File: config.mk
export PLATFORM = sky130hd
export DESIGN_NAME = timezone_datetime_shift_core
export DESIGN_NICKNAME = d
export VERILOG_FILES = /design/src/rtl/tzs_pkg.sv /design/src/rtl/tzs_offset.sv /design/src/rtl/tzs_clock.sv /design/src/rtl/tzs_calendar.sv /design/src/rtl/timezone_datetime_shift_core.sv
export VERILOG_INCLUDE_DIRS = /design/src /design/src/rtl
export SDC_FILE = /design/constraint.sdc
export NUM_CORES = 1
export LEC_CHECK = 0
export BUFFER_PORTS_ARGS = -buffer_cell sky130_fd_sc_hd__buf_2
export CAP_MARGIN = 20
export CORE_MARGIN = 2
export CORE_UTILIZATION = 60
export DETAILED_ROUTE_END_ITERATION = 10
export GPL_ROUTABILITY_DRIVEN = 0
export PLACE_DENSITY_LB_ADDON = 0.3
export SYNTH_ARGS = -nofsm -noshare
export SYNTH_HDL_FRONTEND = slang
export SYNTH_SLANG_ARGS = --single-unit
File: constraint.sdc
create_clock -name i_clk -period 22 [get_ports i_clk]
set_input_delay 4.4 -clock i_clk [delete_from_list [all_inputs] [get_ports i_clk]]
set_output_delay 4.4 -clock i_clk [all_outputs]
set_load 0.03 [all_outputs]
File: src/rtl/timezone_datetime_shift_core_defines.svh
// shared assertion macros for the zone shift core
`ifndef TIMEZONE_DATETIME_SHIFT_CORE_DEFINES_SVH
`define TIMEZONE_DATETIME_SHIFT_CORE_DEFINES_SVH

// same-cycle implication, held off during reset
`define TZS_ASSERT_NOW(label, clk, rst_n, ante, cons) \
    label: assert property (@(posedge clk) disable iff (!rst_n) (ante) |-> (cons)) \
        else $error("tzs: same-cycle check failed");

// next-cycle implication, held off during reset
`define TZS_ASSERT_NEXT(label, clk, rst_n, ante, cons) \
    label: assert property (@(posedge clk) disable iff (!rst_n) (ante) |=> (cons)) \
        else $error("tzs: next-cycle check failed");

`endif

File: src/rtl/tzs_pkg.sv
`default_nettype none

package tzs_pkg;

    // field widths
    localparam int YEAR_W  = 12;
    localparam int MONTH_W = 4;
    localparam int DAY_W   = 5;
    localparam int WEEK_W  = 3;
    localparam int HOUR_W  = 5;
    localparam int MIN_W   = 6;
    localparam int SEC_W   = 6;
    localparam int ZONE_W  = 12;

    // divide by 100 as multiply by 1311 / 2^17, exact for values below 4096
    localparam int             RECIP_W     = 23;
    localparam int             RECIP_SHIFT = 17;
    localparam logic [10:0]    RECIP_100   = 11'd1311;
    localparam logic [11:0]    ZONE_MAX    = 12'd1459;

    // direction of the day carry out of the time-of-day stage
    typedef enum logic [1:0] {
        CARRY_NONE,
        CARRY_FWD,
        CARRY_BACK
    } t_carry;

    typedef struct packed {
        logic [YEAR_W-1:0]  year;
        logic [MONTH_W-1:0] month;
        logic [DAY_W-1:0]   day;
        logic [WEEK_W-1:0]  week;
        logic [HOUR_W-1:0]  hour;
        logic [MIN_W-1:0]   minute;
        logic [SEC_W-1:0]   second;
    } t_stamp;

    // zone split into sign, magnitude and hundreds
    typedef struct packed {
        logic        neg;
        logic [11:0] mag;
        logic [4:0]  quo;
    } t_zone_pre;

    // decoded zone, hour and minute in two's complement
    typedef struct packed {
        logic       ok;
        logic [5:0] hour;
        logic [6:0] minute;
    } t_zone;

    // normalized zone difference, dh and dm in two's complement
    typedef struct packed {
        logic       en;
        logic [5:0] dh;
        logic [6:0] dm;
        logic       leap;
    } t_shift;

    // calendar carry request
    typedef struct packed {
        t_carry dir;
        logic   en;
        logic   leap;
    } t_roll;

    localparam t_zone_pre ZONE_PRE_ZERO = '{neg: 1'b0, mag: 12'd0, quo: 5'd0};
    localparam t_zone     ZONE_ZERO     = '{ok: 1'b1, hour: 6'd0, minute: 7'd0};

    // quotient by 100 through the reciprocal
    function automatic logic [5:0] div100(input logic [11:0] v);
        logic [RECIP_W-1:0] prod;
        prod = RECIP_W'(v) * RECIP_W'(RECIP_100);
        return prod[RECIP_SHIFT +: 6];
    endfunction

    // first half of zone decode: magnitude and hundreds digit
    function automatic t_zone_pre zone_split(input logic [ZONE_W-1:0] z);
        t_zone_pre p;
        logic [5:0] q;
        p.neg = z[ZONE_W-1];
        p.mag = z[ZONE_W-1] ? (~z + 12'd1) : z;
        q     = div100(p.mag);
        p.quo = q[4:0];
        return p;
    endfunction

    // second half of zone decode: minutes digit, validity, signs
    function automatic t_zone zone_finish(input t_zone_pre p);
        t_zone      zn;
        logic [11:0] rem;
        logic [5:0]  hr;
        logic [6:0]  mn;
        rem       = p.mag - 12'(p.quo) * 12'd100;
        hr        = {1'b0, p.quo};
        mn        = rem[6:0];
        zn.ok     = (p.mag <= ZONE_MAX) && (rem <= 12'd59);
        zn.hour   = p.neg ? (~hr + 6'd1) : hr;
        zn.minute = p.neg ? (~mn + 7'd1) : mn;
        return zn;
    endfunction

    // month length, out-of-range months count 31 days
    function automatic logic [DAY_W-1:0] days_len(input logic [MONTH_W-1:0] month,
                                                  input logic leap);
        logic [DAY_W-1:0] len;
        case (month) inside
            4'd4, 4'd6, 4'd9, 4'd11: len = 5'd30;
            4'd2:                    len = leap ? 5'd29 : 5'd28;
            default:                 len = 5'd31;
        endcase
        return len;
    endfunction

endpackage

`default_nettype wire

File: src/rtl/tzs_offset.sv
`default_nettype none
`include "timezone_datetime_shift_core_defines.svh"

module tzs_offset (
    input  wire                  i_clk,
    input  wire                  i_rst_n,
    input  wire                  i_valid,
    output logic                 o_ready,
    input  wire tzs_pkg::t_stamp i_stamp,
    input  wire [11:0]           i_source_zone,
    input  wire tzs_pkg::t_zone  i_local,
    output logic                 o_valid,
    input  wire                  i_ready,
    output tzs_pkg::t_stamp      o_stamp,
    output tzs_pkg::t_shift      o_shift
);

    // stage a: zone magnitude and hundreds, year hundreds
    logic               r_va;
    tzs_pkg::t_stamp    r_a_stamp;
    tzs_pkg::t_zone_pre r_a_src;
    logic [5:0]         r_a_yq;
    tzs_pkg::t_zone_pre n_a_src;
    logic [5:0]         n_a_yq;

    // stage b: raw hour and minute difference, leap flag
    logic               r_vb;
    tzs_pkg::t_stamp    r_b_stamp;
    logic [6:0]         r_b_dh;
    logic [7:0]         r_b_dm;
    logic               r_b_ok;
    logic               r_b_leap;
    tzs_pkg::t_zone     n_b_src;
    logic [6:0]         n_b_dh;
    logic [7:0]         n_b_dm;
    logic               n_b_ok;
    logic               n_b_leap;
    logic [11:0]        year_rem;

    // stage c: difference truncated toward zero
    logic               r_vc;
    tzs_pkg::t_stamp    r_c_stamp;
    tzs_pkg::t_shift    r_c_shift;
    tzs_pkg::t_shift    n_c_shift;
    logic signed [6:0]  h_norm;
    logic signed [7:0]  m_norm;

    logic rdy_a, rdy_b, rdy_c;

    // per-stage ready, a stage loads when empty or draining
    assign rdy_c   = !r_vc || i_ready;
    assign rdy_b   = !r_vb || rdy_c;
    assign rdy_a   = !r_va || rdy_b;
    assign o_ready = rdy_a;

    // stage a logic
    always_comb begin
        n_a_src = tzs_pkg::zone_split(i_source_zone);
        n_a_yq  = tzs_pkg::div100(i_stamp.year);
    end

    // stage b logic
    always_comb begin
        n_b_src  = tzs_pkg::zone_finish(r_a_src);
        n_b_dh   = {i_local.hour[5], i_local.hour} - {n_b_src.hour[5], n_b_src.hour};
        n_b_dm   = {i_local.minute[6], i_local.minute}
                 - {n_b_src.minute[6], n_b_src.minute};
        n_b_ok   = i_local.ok && n_b_src.ok;
        year_rem = r_a_stamp.year - 12'(r_a_yq) * 12'd100;
        n_b_leap = (r_a_stamp.year[1:0] == 2'd0)
                && ((year_rem != 12'd0) || (r_a_yq[1:0] == 2'd0));
    end

    // stage c logic: fold minutes into hours, then match signs
    always_comb begin
        h_norm = $signed(r_b_dh);
        m_norm = $signed(r_b_dm);
        if (m_norm >= 8'sd60) begin
            m_norm = m_norm - 8'sd60;
            h_norm = h_norm + 7'sd1;
        end else if (m_norm <= -8'sd60) begin
            m_norm = m_norm + 8'sd60;
            h_norm = h_norm - 7'sd1;
        end
        if ((h_norm > 7'sd0) && (m_norm < 8'sd0)) begin
            m_norm = m_norm + 8'sd60;
            h_norm = h_norm - 7'sd1;
        end else if ((h_norm < 7'sd0) && (m_norm > 8'sd0)) begin
            m_norm = m_norm - 8'sd60;
            h_norm = h_norm + 7'sd1;
        end
        n_c_shift.en   = r_b_ok && (h_norm > -7'sd24) && (h_norm < 7'sd24);
        n_c_shift.dh   = h_norm[5:0];
        n_c_shift.dm   = m_norm[6:0];
        n_c_shift.leap = r_b_leap;
    end

    // valid bits
    always_ff @(posedge i_clk) begin
        if (!i_rst_n) begin
            r_va <= 1'b0;
            r_vb <= 1'b0;
            r_vc <= 1'b0;
        end else begin
            if (rdy_a) begin
                r_va <= i_valid;
            end
            if (rdy_b) begin
                r_vb <= r_va;
            end
            if (rdy_c) begin
                r_vc <= r_vb;
            end
        end
    end

    // payload registers
    always_ff @(posedge i_clk) begin
        if (i_valid && rdy_a) begin
            r_a_stamp <= i_stamp;
            r_a_src   <= n_a_src;
            r_a_yq    <= n_a_yq;
        end
        if (r_va && rdy_b) begin
            r_b_stamp <= r_a_stamp;
            r_b_dh    <= n_b_dh;
            r_b_dm    <= n_b_dm;
            r_b_ok    <= n_b_ok;
            r_b_leap  <= n_b_leap;
        end
        if (r_vb && rdy_c) begin
            r_c_stamp <= r_b_stamp;
            r_c_shift <= n_c_shift;
        end
    end

    assign o_valid = r_vc;
    assign o_stamp = r_c_stamp;
    assign o_shift = r_c_shift;

    // an applied shift has minutes under an hour and the same sign as hours
    `TZS_ASSERT_NOW(a_shift_norm, i_clk, i_rst_n, r_vc && r_c_shift.en, ($signed(r_c_shift.dm) < 7'sd60) && ($signed(r_c_shift.dm) > -7'sd60) && ((r_c_shift.dh == 6'd0) || (r_c_shift.dm == 7'd0) || (r_c_shift.dh[5] == r_c_shift.dm[6])))

endmodule

`default_nettype wire

File: src/rtl/tzs_clock.sv
`default_nettype none
`include "timezone_datetime_shift_core_defines.svh"

module tzs_clock (
    input  wire                  i_clk,
    input  wire                  i_rst_n,
    input  wire                  i_valid,
    output logic                 o_ready,
    input  wire tzs_pkg::t_stamp i_stamp,
    input  wire tzs_pkg::t_shift i_shift,
    output logic                 o_valid,
    input  wire                  i_ready,
    output tzs_pkg::t_stamp      o_stamp,
    output tzs_pkg::t_roll       o_roll
);

    logic              r_valid;
    tzs_pkg::t_stamp   r_stamp;
    tzs_pkg::t_roll    r_roll;
    tzs_pkg::t_stamp   n_stamp;
    tzs_pkg::t_roll    n_roll;

    logic signed [7:0] min_sum;
    logic signed [7:0] min_adj;
    logic signed [6:0] hour_carry;
    logic signed [6:0] hour_sum;
    logic signed [6:0] hour_adj;
    tzs_pkg::t_carry   dir;

    assign o_ready = !r_valid || i_ready;

    // minute add with one correction, then hour add with one correction
    always_comb begin
        min_sum    = $signed({2'b00, i_stamp.minute}) + $signed({i_shift.dm[6], i_shift.dm});
        min_adj    = min_sum;
        hour_carry = 7'sd0;
        if (min_sum > 8'sd59) begin
            min_adj    = min_sum - 8'sd60;
            hour_carry = 7'sd1;
        end else if (min_sum < 8'sd0) begin
            min_adj    = min_sum + 8'sd60;
            hour_carry = -7'sd1;
        end
        hour_sum = $signed({2'b00, i_stamp.hour}) + $signed({i_shift.dh[5], i_shift.dh})
                 + hour_carry;
        hour_adj = hour_sum;
        dir      = tzs_pkg::CARRY_NONE;
        if (hour_sum > 7'sd23) begin
            hour_adj = hour_sum - 7'sd24;
            dir      = tzs_pkg::CARRY_FWD;
        end else if (hour_sum < 7'sd0) begin
            hour_adj = hour_sum + 7'sd24;
            dir      = tzs_pkg::CARRY_BACK;
        end

        n_stamp = i_stamp;
        if (i_shift.en) begin
            n_stamp.minute = min_adj[5:0];
            n_stamp.hour   = hour_adj[4:0];
        end
        n_roll.dir  = i_shift.en ? dir : tzs_pkg::CARRY_NONE;
        n_roll.en   = i_shift.en;
        n_roll.leap = i_shift.leap;
    end

    // valid bit
    always_ff @(posedge i_clk) begin
        if (!i_rst_n) begin
            r_valid <= 1'b0;
        end else if (o_ready) begin
            r_valid <= i_valid;
        end
    end

    // payload
    always_ff @(posedge i_clk) begin
        if (i_valid && o_ready) begin
            r_stamp <= n_stamp;
            r_roll  <= n_roll;
        end
    end

    assign o_valid = r_valid;
    assign o_stamp = r_stamp;
    assign o_roll  = r_roll;

    // an unapplied shift never requests a day carry
    `TZS_ASSERT_NEXT(a_off_no_carry, i_clk, i_rst_n, i_valid && o_ready && !i_shift.en, (r_roll.dir == tzs_pkg::CARRY_NONE) && !r_roll.en)
    // an unapplied shift leaves the time fields alone
    `TZS_ASSERT_NEXT(a_off_pass, i_clk, i_rst_n, i_valid && o_ready && !i_shift.en, r_stamp == $past(i_stamp))

endmodule

`default_nettype wire

File: src/rtl/tzs_calendar.sv
`default_nettype none
`include "timezone_datetime_shift_core_defines.svh"

module tzs_calendar (
    input  wire                  i_clk,
    input  wire                  i_rst_n,
    input  wire                  i_valid,
    output logic                 o_ready,
    input  wire tzs_pkg::t_stamp i_stamp,
    input  wire tzs_pkg::t_roll  i_roll,
    output logic                 o_valid,
    input  wire                  i_ready,
    output tzs_pkg::t_stamp      o_stamp,
    output logic                 o_adjusted
);

    logic            r_valid;
    tzs_pkg::t_stamp r_stamp;
    logic            r_adjusted;
    tzs_pkg::t_stamp n_stamp;

    logic [4:0]      len_cur;
    logic [4:0]      len_prev;
    logic [3:0]      prev_month;
    logic [5:0]      day_inc;
    logic [4:0]      month_inc;

    assign o_ready = !r_valid || i_ready;

    // one day forward or back with weekday, month and year carry, or no change
    always_comb begin
        len_cur    = tzs_pkg::days_len(i_stamp.month, i_roll.leap);
        prev_month = (i_stamp.month <= 4'd1) ? 4'd12 : (i_stamp.month - 4'd1);
        len_prev   = tzs_pkg::days_len(prev_month, i_roll.leap);
        day_inc    = {1'b0, i_stamp.day} + 6'd1;
        month_inc  = {1'b0, i_stamp.month} + 5'd1;
        n_stamp    = i_stamp;
        case (i_roll.dir)
            tzs_pkg::CARRY_FWD: begin
                n_stamp.week = (i_stamp.week >= 3'd6) ? 3'd0 : (i_stamp.week + 3'd1);
                if (day_inc > {1'b0, len_cur}) begin
                    n_stamp.day = 5'd1;
                    if (month_inc > 5'd12) begin
                        n_stamp.month = 4'd1;
                        n_stamp.year  = i_stamp.year + 12'd1;
                    end else begin
                        n_stamp.month = month_inc[3:0];
                    end
                end else begin
                    n_stamp.day = day_inc[4:0];
                end
            end
            tzs_pkg::CARRY_BACK: begin
                n_stamp.week = (i_stamp.week == 3'd0) ? 3'd6 : (i_stamp.week - 3'd1);
                if (i_stamp.day <= 5'd1) begin
                    n_stamp.month = prev_month;
                    if (i_stamp.month <= 4'd1) begin
                        n_stamp.year = i_stamp.year - 12'd1;
                    end
                    n_stamp.day = len_prev;
                end else begin
                    n_stamp.day = i_stamp.day - 5'd1;
                end
            end
            default: begin
            end
        endcase
    end

    // output valid
    always_ff @(posedge i_clk) begin
        if (!i_rst_n) begin
            r_valid <= 1'b0;
        end else if (o_ready) begin
            r_valid <= i_valid;
        end
    end

    // output payload
    always_ff @(posedge i_clk) begin
        if (i_valid && o_ready) begin
            r_stamp    <= n_stamp;
            r_adjusted <= i_roll.en;
        end
    end

    assign o_valid    = r_valid;
    assign o_stamp    = r_stamp;
    assign o_adjusted = r_adjusted;

    // with no day carry the date fields come through untouched
    `TZS_ASSERT_NEXT(a_no_carry_date, i_clk, i_rst_n, i_valid && o_ready && (i_roll.dir == tzs_pkg::CARRY_NONE), (r_stamp.year == $past(i_stamp.year)) && (r_stamp.month == $past(i_stamp.month)) && (r_stamp.day == $past(i_stamp.day)) && (r_stamp.week == $past(i_stamp.week)))

endmodule

`default_nettype wire

File: src/rtl/timezone_datetime_shift_core.sv
// Moves a real-time-clock time stamp from its own zone to the local zone held in the
// configuration register (signed hhmm). The zone difference is added to minute and hour with
// one carry or borrow into weekday, day, month and year under the Gregorian leap rule; seconds
// pass through. When either zone is invalid or the difference reaches a full day, the stamp
// passes unchanged with o_adjusted low. One request is taken per clock unless every stage is
// full and the output is stalled. Three stages decode the zones and the difference, one adds
// to the time of day, one carries into the calendar and holds the result. Each stage has its
// own valid bit and loads whenever it is empty or being drained, so requests keep flowing into
// empty stages while a result waits at the output. A local zone write is decoded in two steps
// and is in effect for requests that arrive after it.
`default_nettype none
`include "timezone_datetime_shift_core_defines.svh"

module timezone_datetime_shift_core (
    input  wire         i_clk,
    input  wire         i_rst_n,
    // local zone write
    input  wire         i_cfg_valid,
    output logic        o_cfg_ready,
    input  wire  [11:0] i_cfg_local_zone,
    // request
    input  wire         i_in_valid,
    output logic        o_in_ready,
    input  wire  [11:0] i_in_year,
    input  wire  [3:0]  i_in_month,
    input  wire  [4:0]  i_in_day,
    input  wire  [2:0]  i_in_weekday,
    input  wire  [4:0]  i_in_hour,
    input  wire  [5:0]  i_in_minute,
    input  wire  [5:0]  i_in_second,
    input  wire  [11:0] i_source_zone,
    // result
    output logic        o_out_valid,
    input  wire         i_out_ready,
    output logic [11:0] o_out_year,
    output logic [3:0]  o_out_month,
    output logic [4:0]  o_out_day,
    output logic [2:0]  o_out_weekday,
    output logic [4:0]  o_out_hour,
    output logic [5:0]  o_out_minute,
    output logic [5:0]  o_out_second,
    output logic        o_adjusted
);

    tzs_pkg::t_zone_pre r_loc_pre;
    tzs_pkg::t_zone     r_loc;

    tzs_pkg::t_stamp    in_stamp;
    tzs_pkg::t_stamp    off_stamp;
    tzs_pkg::t_shift    off_shift;
    logic               off_valid;
    logic               clk_ready;
    tzs_pkg::t_stamp    clk_stamp;
    tzs_pkg::t_roll     clk_roll;
    logic               clk_valid;
    logic               cal_ready;
    tzs_pkg::t_stamp    out_stamp;

    // local zone register, decoded in two steps
    assign o_cfg_ready = 1'b1;

    always_ff @(posedge i_clk) begin
        if (!i_rst_n) begin
            r_loc_pre <= tzs_pkg::ZONE_PRE_ZERO;
            r_loc     <= tzs_pkg::ZONE_ZERO;
        end else begin
            if (i_cfg_valid) begin
                r_loc_pre <= tzs_pkg::zone_split(i_cfg_local_zone);
            end
            r_loc <= tzs_pkg::zone_finish(r_loc_pre);
        end
    end

    // request fields into one stamp
    always_comb begin
        in_stamp.year   = i_in_year;
        in_stamp.month  = i_in_month;
        in_stamp.day    = i_in_day;
        in_stamp.week   = i_in_weekday;
        in_stamp.hour   = i_in_hour;
        in_stamp.minute = i_in_minute;
        in_stamp.second = i_in_second;
    end

    tzs_offset u_offset (
        .i_clk         (i_clk),
        .i_rst_n       (i_rst_n),
        .i_valid       (i_in_valid),
        .o_ready       (o_in_ready),
        .i_stamp       (in_stamp),
        .i_source_zone (i_source_zone),
        .i_local       (r_loc),
        .o_valid       (off_valid),
        .i_ready       (clk_ready),
        .o_stamp       (off_stamp),
        .o_shift       (off_shift)
    );

    tzs_clock u_clock (
        .i_clk   (i_clk),
        .i_rst_n (i_rst_n),
        .i_valid (off_valid),
        .o_ready (clk_ready),
        .i_stamp (off_stamp),
        .i_shift (off_shift),
        .o_valid (clk_valid),
        .i_ready (cal_ready),
        .o_stamp (clk_stamp),
        .o_roll  (clk_roll)
    );

    tzs_calendar u_calendar (
        .i_clk      (i_clk),
        .i_rst_n    (i_rst_n),
        .i_valid    (clk_valid),
        .o_ready    (cal_ready),
        .i_stamp    (clk_stamp),
        .i_roll     (clk_roll),
        .o_valid    (o_out_valid),
        .i_ready    (i_out_ready),
        .o_stamp    (out_stamp),
        .o_adjusted (o_adjusted)
    );

    // result fields
    assign o_out_year    = out_stamp.year;
    assign o_out_month   = out_stamp.month;
    assign o_out_day     = out_stamp.day;
    assign o_out_weekday = out_stamp.week;
    assign o_out_hour    = out_stamp.hour;
    assign o_out_minute  = out_stamp.minute;
    assign o_out_second  = out_stamp.second;

    // requests are refused only when every stage is full and the output is stalled
    `TZS_ASSERT_NOW(a_full_when_blocked, i_clk, i_rst_n, !o_in_ready, o_out_valid && !i_out_ready && off_valid && clk_valid)

endmodule

`default_nettype wire

======== Yosys cells after proc, flatten, opt, wreduce, memory -nomap -nowiden ========
Index checks and enable logic that the tools add are counted.
word-level totals
  logic and storage cells ................. 215
  bits in registers ....................... 303
  output and inout port bits .............. 45
operators by class
  mux-type cells .......................... 39
  add/subtract/negate cells ............... 34
  equality and inequality tests ........... 12
  bitwise logic cells ..................... 7
  reduce and logical (&&, ||, !) cells .... 32
  $lt $le $gt $ge ......................... 21
  multiply operators ...................... 6
operators with widths
  operator                                                                             count
  7-bit two-way mux                                                                    10
  12-bit two-way mux                                                                   4
  24-bit case mux with 2 select lines                                                  1
  5-bit two-way mux                                                                    9
  12-bit by 11-bit multiplier with 22-bit output (second input constant)               2
  12-bit by 1-bit adder with 12-bit output (second input constant)                     3
  12-bit subtractor                                                                    3
  16-bit two-way mux                                                                   2
  12-bit by 11-bit less-or-equal comparator with 1-bit output (second input constant)  2
  12-bit by 6-bit less-or-equal comparator with 1-bit output (second input constant)   2
  12-bit inverter                                                                      2
  12-bit by 11-bit multiplier with 23-bit output (second input constant)               1
  5-bit by 5-bit multiplier with 10-bit output (second input constant)                 2
  6-bit two-way mux                                                                    3
  4-bit by 3-bit == test with 1-bit output (second input constant)                     4
  4-bit == test (second input constant)                                                4
  8-bit by 1-bit < comparator with 1-bit output (second input constant)                2
  8-bit two-way mux                                                                    2
  7-bit by 1-bit adder with 7-bit output (second input constant)                       2
  7-bit by 2-bit adder with 7-bit output (second input constant)                       2
  7-bit by 6-bit > comparator with 1-bit output (second input constant)                2
  7-bit by 1-bit < comparator with 1-bit output (second input constant)                2
  7-bit inverter                                                                       2
  7-bit by 2-bit subtractor with 7-bit output (second input constant)                  2
  52 further kinds                                                                     81

======== Longest topological paths before layout ========
  word-level depth ........................ 10
  gate-level depth with buffers ........... 25
  depth with buffers taken out ............ 25

======== Cells and area by module ========
A second synthesis with hierarchy kept.
second synthesis, totals
  cells, all modules ...................... 2209
  area, all modules ....................... 24454.7 sq um
modules (own cells, without submodules)
  module                        times used  cells each  area each (sq um)
  tzs_offset                    1           1144        13884.6
  timezone_datetime_shift_core  1           545         4983.5
  tzs_calendar                  1           336         3061.7
  tzs_clock                     1           184         2524.9

======== Worst setup path before layout ========
No wires, ideal clock.
  kind .................................... input to register
  from .................................... input port i_source_zone[1]
  to ...................................... register u_offset.r_a_src[4] (netlist name), data pin
  buffers on the path ..................... 0
  stages .................................. 21
  slack ................................... 11583 ps
  required time ........................... 21729 ps
  arrival ................................. 10146 ps
  cells stage by stage .................... or3_1 or3b_1 or3_1 and2_1 xor2_1 inv_1 fa_1 inv_1 ha_1 fa_1 fa_1 fa_1 ha_1 a21o_1 a21o_1 a21oi_1 nand2_1 a21oi_1 nor3_1 a2111oi_0 xnor2_1
RTL lines
  what                  line                                RTL
  from (decl)           timezone_datetime_shift_core.sv:31  input wire [11:0] i_source_zone,
  to (signal assigned)  tzs_offset.sv:121                   r_a_src <= n_a_src;
  to (decl)             tzs_offset.sv:21                    tzs_pkg::t_zone_pre r_a_src;

==> impl_metrics.json <==
{
  "reg2reg_slack_ns": 16.83,
  "yosys_warnings": 0,
  "grt-ovfl-total": 0,
  "worstPathRequired_ns": 22.26,
  "h-tree-depth": 2,
  "period_share": 0.482,
  "power_w": 0.00318,
  "synthArstFlopShare": 0,
  "numClockSinks": 303,
  "hp-class": "reg -> reg",
  "clockBufferDepth": 3,
  "tightest_slew_ns": 1.03,
  "fmax_mhz": 94.3,
  "drtIter0Drc": 763,
  "pwr-share-seq": 0.242,
  "worstSetupPathType": "in -> reg",
  "synth_flop_cell": "edfxtp_1",
  "endpoint": "u_offset.r_a_src[4]$_DFFE_PP_",
  "synth_commonest_cells": "401 x ha_1, 339 x inv_1, 266 x edfxtp_1",
  "maxCapViolations": 0,
  "r2r-start": "u_offset.o_stamp[6]$_DFFE_PP_",
  "fin_worst_skew_ns": 0.0191,
  "io_pins": 115,
  "synth_edf_count": 266,
  "fillers": 2828,
  "wl_um": 45300,
  "final_util": 0.669,
  "clkTransAtPathRegs_ns": 0.06,
  "dr_total_vias": 15529,
  "cts_tree": "built",
  "p_sw_frac": 0.412,
  "start_util": 0.609,
  "endpoint_kind": "register",
  "dieArea_mm2": 0.0409,
  "share_comb_of_total_power": 0.583,
  "cts_root_buffer": "clkbuf_16",
  "timing.final.ws_setup_ns": 11.39,
  "synth_top_area_cell": "edfxtp_1",
  "pre_cts_ws_ns": 10.90,
  "grt_usage": 0.228,
  "setup_tns_ns": 0,
  "p_switching_w": 0.00131,
  "timing.rr.end": "u_clock.o_stamp[15]$_DFFE_PP_",
  "intPower_w": 0.00187,
  "dp_hpwl_um": 34800,
  "hold_violations": 0,
  "drc_errors": 0,
  "leakagePower_nw": 11.7,
  "synth_nets": 2691,
  "cp.arrival_ns": 10.87,
  "cts.repair.resized": 0,
  "clk_latency_ns": 0.53,
  "power_density_mw_per_mm2": 123,
  "grt_pass1_vias": 16031,
  "grt_pass1_wl_um": 76500,
  "placementRows": 72,
  "cts_buffers": 34,
  "rsz0062_at_grt": "no",
  "slew_violations": 0,
  "area_growth_pct": 9.72,
  "port_buffers": 113,
  "yosys-top-cells-area": "edfxtp_1 34%, ha_1 21%, fa_1 12%, inv_1 5.4%, dfxtp_1 3.1%",
  "slew_headroom": 0.310,
  "setup_viol": 0,
  "yosysMostFrequentCell": "ha_1",
  "diodes": 0,
  "syn_area_mm2": 0.0236,
  "syn-instance-count": 2082,
  "synth.distinct_cells": 94,
  "antenna_found_initial": 0,
  "synth_top_area_frac": 0.338,
  "r2r_cells": 20,
  "fin_crit_ns": 10.61,
  "final_cell_area_mm2": 0.0259,
  "grt_max_degree": 66,
  "layout-drive-gt1-share": 0.0969,
  "dieHeight_um": 202,
  "fin_nets": 2812,
  "cts_hold_buf": 0,
  "ys_seq_elements": 303,
  "clkPwrFrac": 0.175,
  "avgSynthCellArea_um2": 11.3,
  "yosysSeqAreaShare": 0.370,
  "drt-pass1-iter-count": 7,
  "post_cts_buffers": 0,
  "vdd_drop_max_mv": 0.0860,
  "cp-start-kind": "input pin",
  "die_x_um": 202,
  "wl_per_cell_um": 16.5,
  "viasPerCell": 5.65,
  "worstPathMaxFanout": 8,
  "antenna_left": 0,
  "place_area_mm2": 0.0248,
  "critPathLaunch": "i_source_zone[0]",
  "status": "finished clean",
  "core_region_area_mm2": 0.0387
}
==> flip-flops by register name, indices dropped and copies added, names as in the netlist, 4 cells and up <==
signal / flops
r_loc: 14
r_loc_pre: 18
u_calendar.o_stamp: 41
u_clock.o_roll: 4
u_clock.o_stamp: 41
u_offset.o_shift: 15
u_offset.o_stamp: 41
u_offset.r_a_src: 18
u_offset.r_a_stamp: 41
u_offset.r_a_yq: 6
u_offset.r_b_dh: 7
u_offset.r_b_dm: 8
u_offset.r_b_stamp: 41
==> cell usage in the layout, fill, tap and decap left out, types with 35 or more instances in the layout <==
cell type	count
a21oi_1	89
xor2_1	47
fa_1	138
xnor2_1	80
ha_1	401
dfxtp_1	37
buf_2	113
nand2_1	74
edfxtp_1	266
nor2_1	83
clkbuf_16	35
o21ai_0	60
inv_1	339
==> through the flow <==
stage	hold slack, ns	std cells
6_report	0.410	2747
5_1_grt	0.413	2747
4_1_cts	0.405	2747
3_5_place_dp	0.405	2685
3_3_place_gp	0.400	2685
2_1_floorplan	0.400	2082
==> routing by layer <==
| layer | GRT usage | vias up | share of wire |
|---|---|---|---|
| met4 | 0.0706 | 0 | 0.026 |
| met5 | 0 | - | 0 |
| met2 | 0.405 | 401 | 0.50 |
| li1 | - | 7574 | - |
| met1 | 0.290 | 7465 | 0.43 |
| met3 | 0.0293 | 89 | 0.048 |
==> worst min path at each step <==
| stage | startpoint | end | slack (ns) | cells after the start |
|---|---|---|---|---|
| after CTS | u_offset.o_stamp[37]$_DFFE_PP_ | u_clock.o_stamp[37]$_DFFE_PP_ | 0.41 | 0 |
| after detailed placement | u_offset.o_stamp[17]$_DFFE_PP_ | u_clock.o_stamp[17]$_DFFE_PP_ | 0.40 | 0 |
| after global placement | u_clock.o_stamp[12]$_DFFE_PP_ | u_calendar.o_stamp[12]$_DFFE_PP_ | 0.40 | 0 |
| after floorplan | u_clock.o_roll[1]$_DFFE_PP_ | u_calendar.o_adjusted$_DFFE_PP_ | 0.40 | 0 |
| after global routing | u_offset.o_stamp[37]$_DFFE_PP_ | u_clock.o_stamp[37]$_DFFE_PP_ | 0.41 | 0 |
| final | u_offset.o_stamp[37]$_DFFE_PP_ | u_clock.o_stamp[37]$_DFFE_PP_ | 0.41 | 0 |
==> worst max-delay path, cell delays in order <==
cell	delay, ns
buf_2	0.16
or3_1	0.37
or3b_1	0.38
or3_1	0.35
and2_1	0.19
xor2_1	0.45
inv_1	0.27
fa_1	0.54
inv_1	0.06
ha_1	0.30
fa_1	0.47
fa_1	0.52
fa_1	0.49
ha_1	0.32
a21o_1	0.19
a21o_1	0.16
a21oi_1	0.18
nand2_1	0.07
a21oi_1	0.27
nor3_1	0.10
a2111oi_0	0.50
xnor2_1	0.11
==> power groups by stage <==
stage | Clock, W | Sequential (W) | Combinational [W]
floorplan | 0 | 0.000754 | 0.00146
CTS | 0.000569 | 0.000771 | 0.00186
global route | 0.000589 | 0.000779 | 0.00214
finish | 0.000557 | 0.000771 | 0.00185
global placement | 0 | 0.000780 | 0.00174
detailed placement | 0 | 0.000782 | 0.00184
==> layout make-up <==
class	instances	area, um2	area share
Timing Repair Buffer	123	641	0.0247
Sequential cell	303	8730	0.337
Tap cell	518	648	0.0250
Inverter	340	1280	0.0493
Clock buffer	42	902	0.0348
Clock inverter	20	205	0.00792
Multi-Input combinational cell	1401	13500	0.521
==> kinds of logic after synthesis <==
logic type      after synthesis  synth area share
compound gates              357             0.103
mux                          25            0.0110
flops                       303             0.370
simple gates                350            0.0771
xor+xnor                    128            0.0478
buf+inv                     378            0.0609
other cells                   1          0.000159
fa+ha+maj                   540             0.330
No activity file was read; power rests on OpenSTA's default activity.
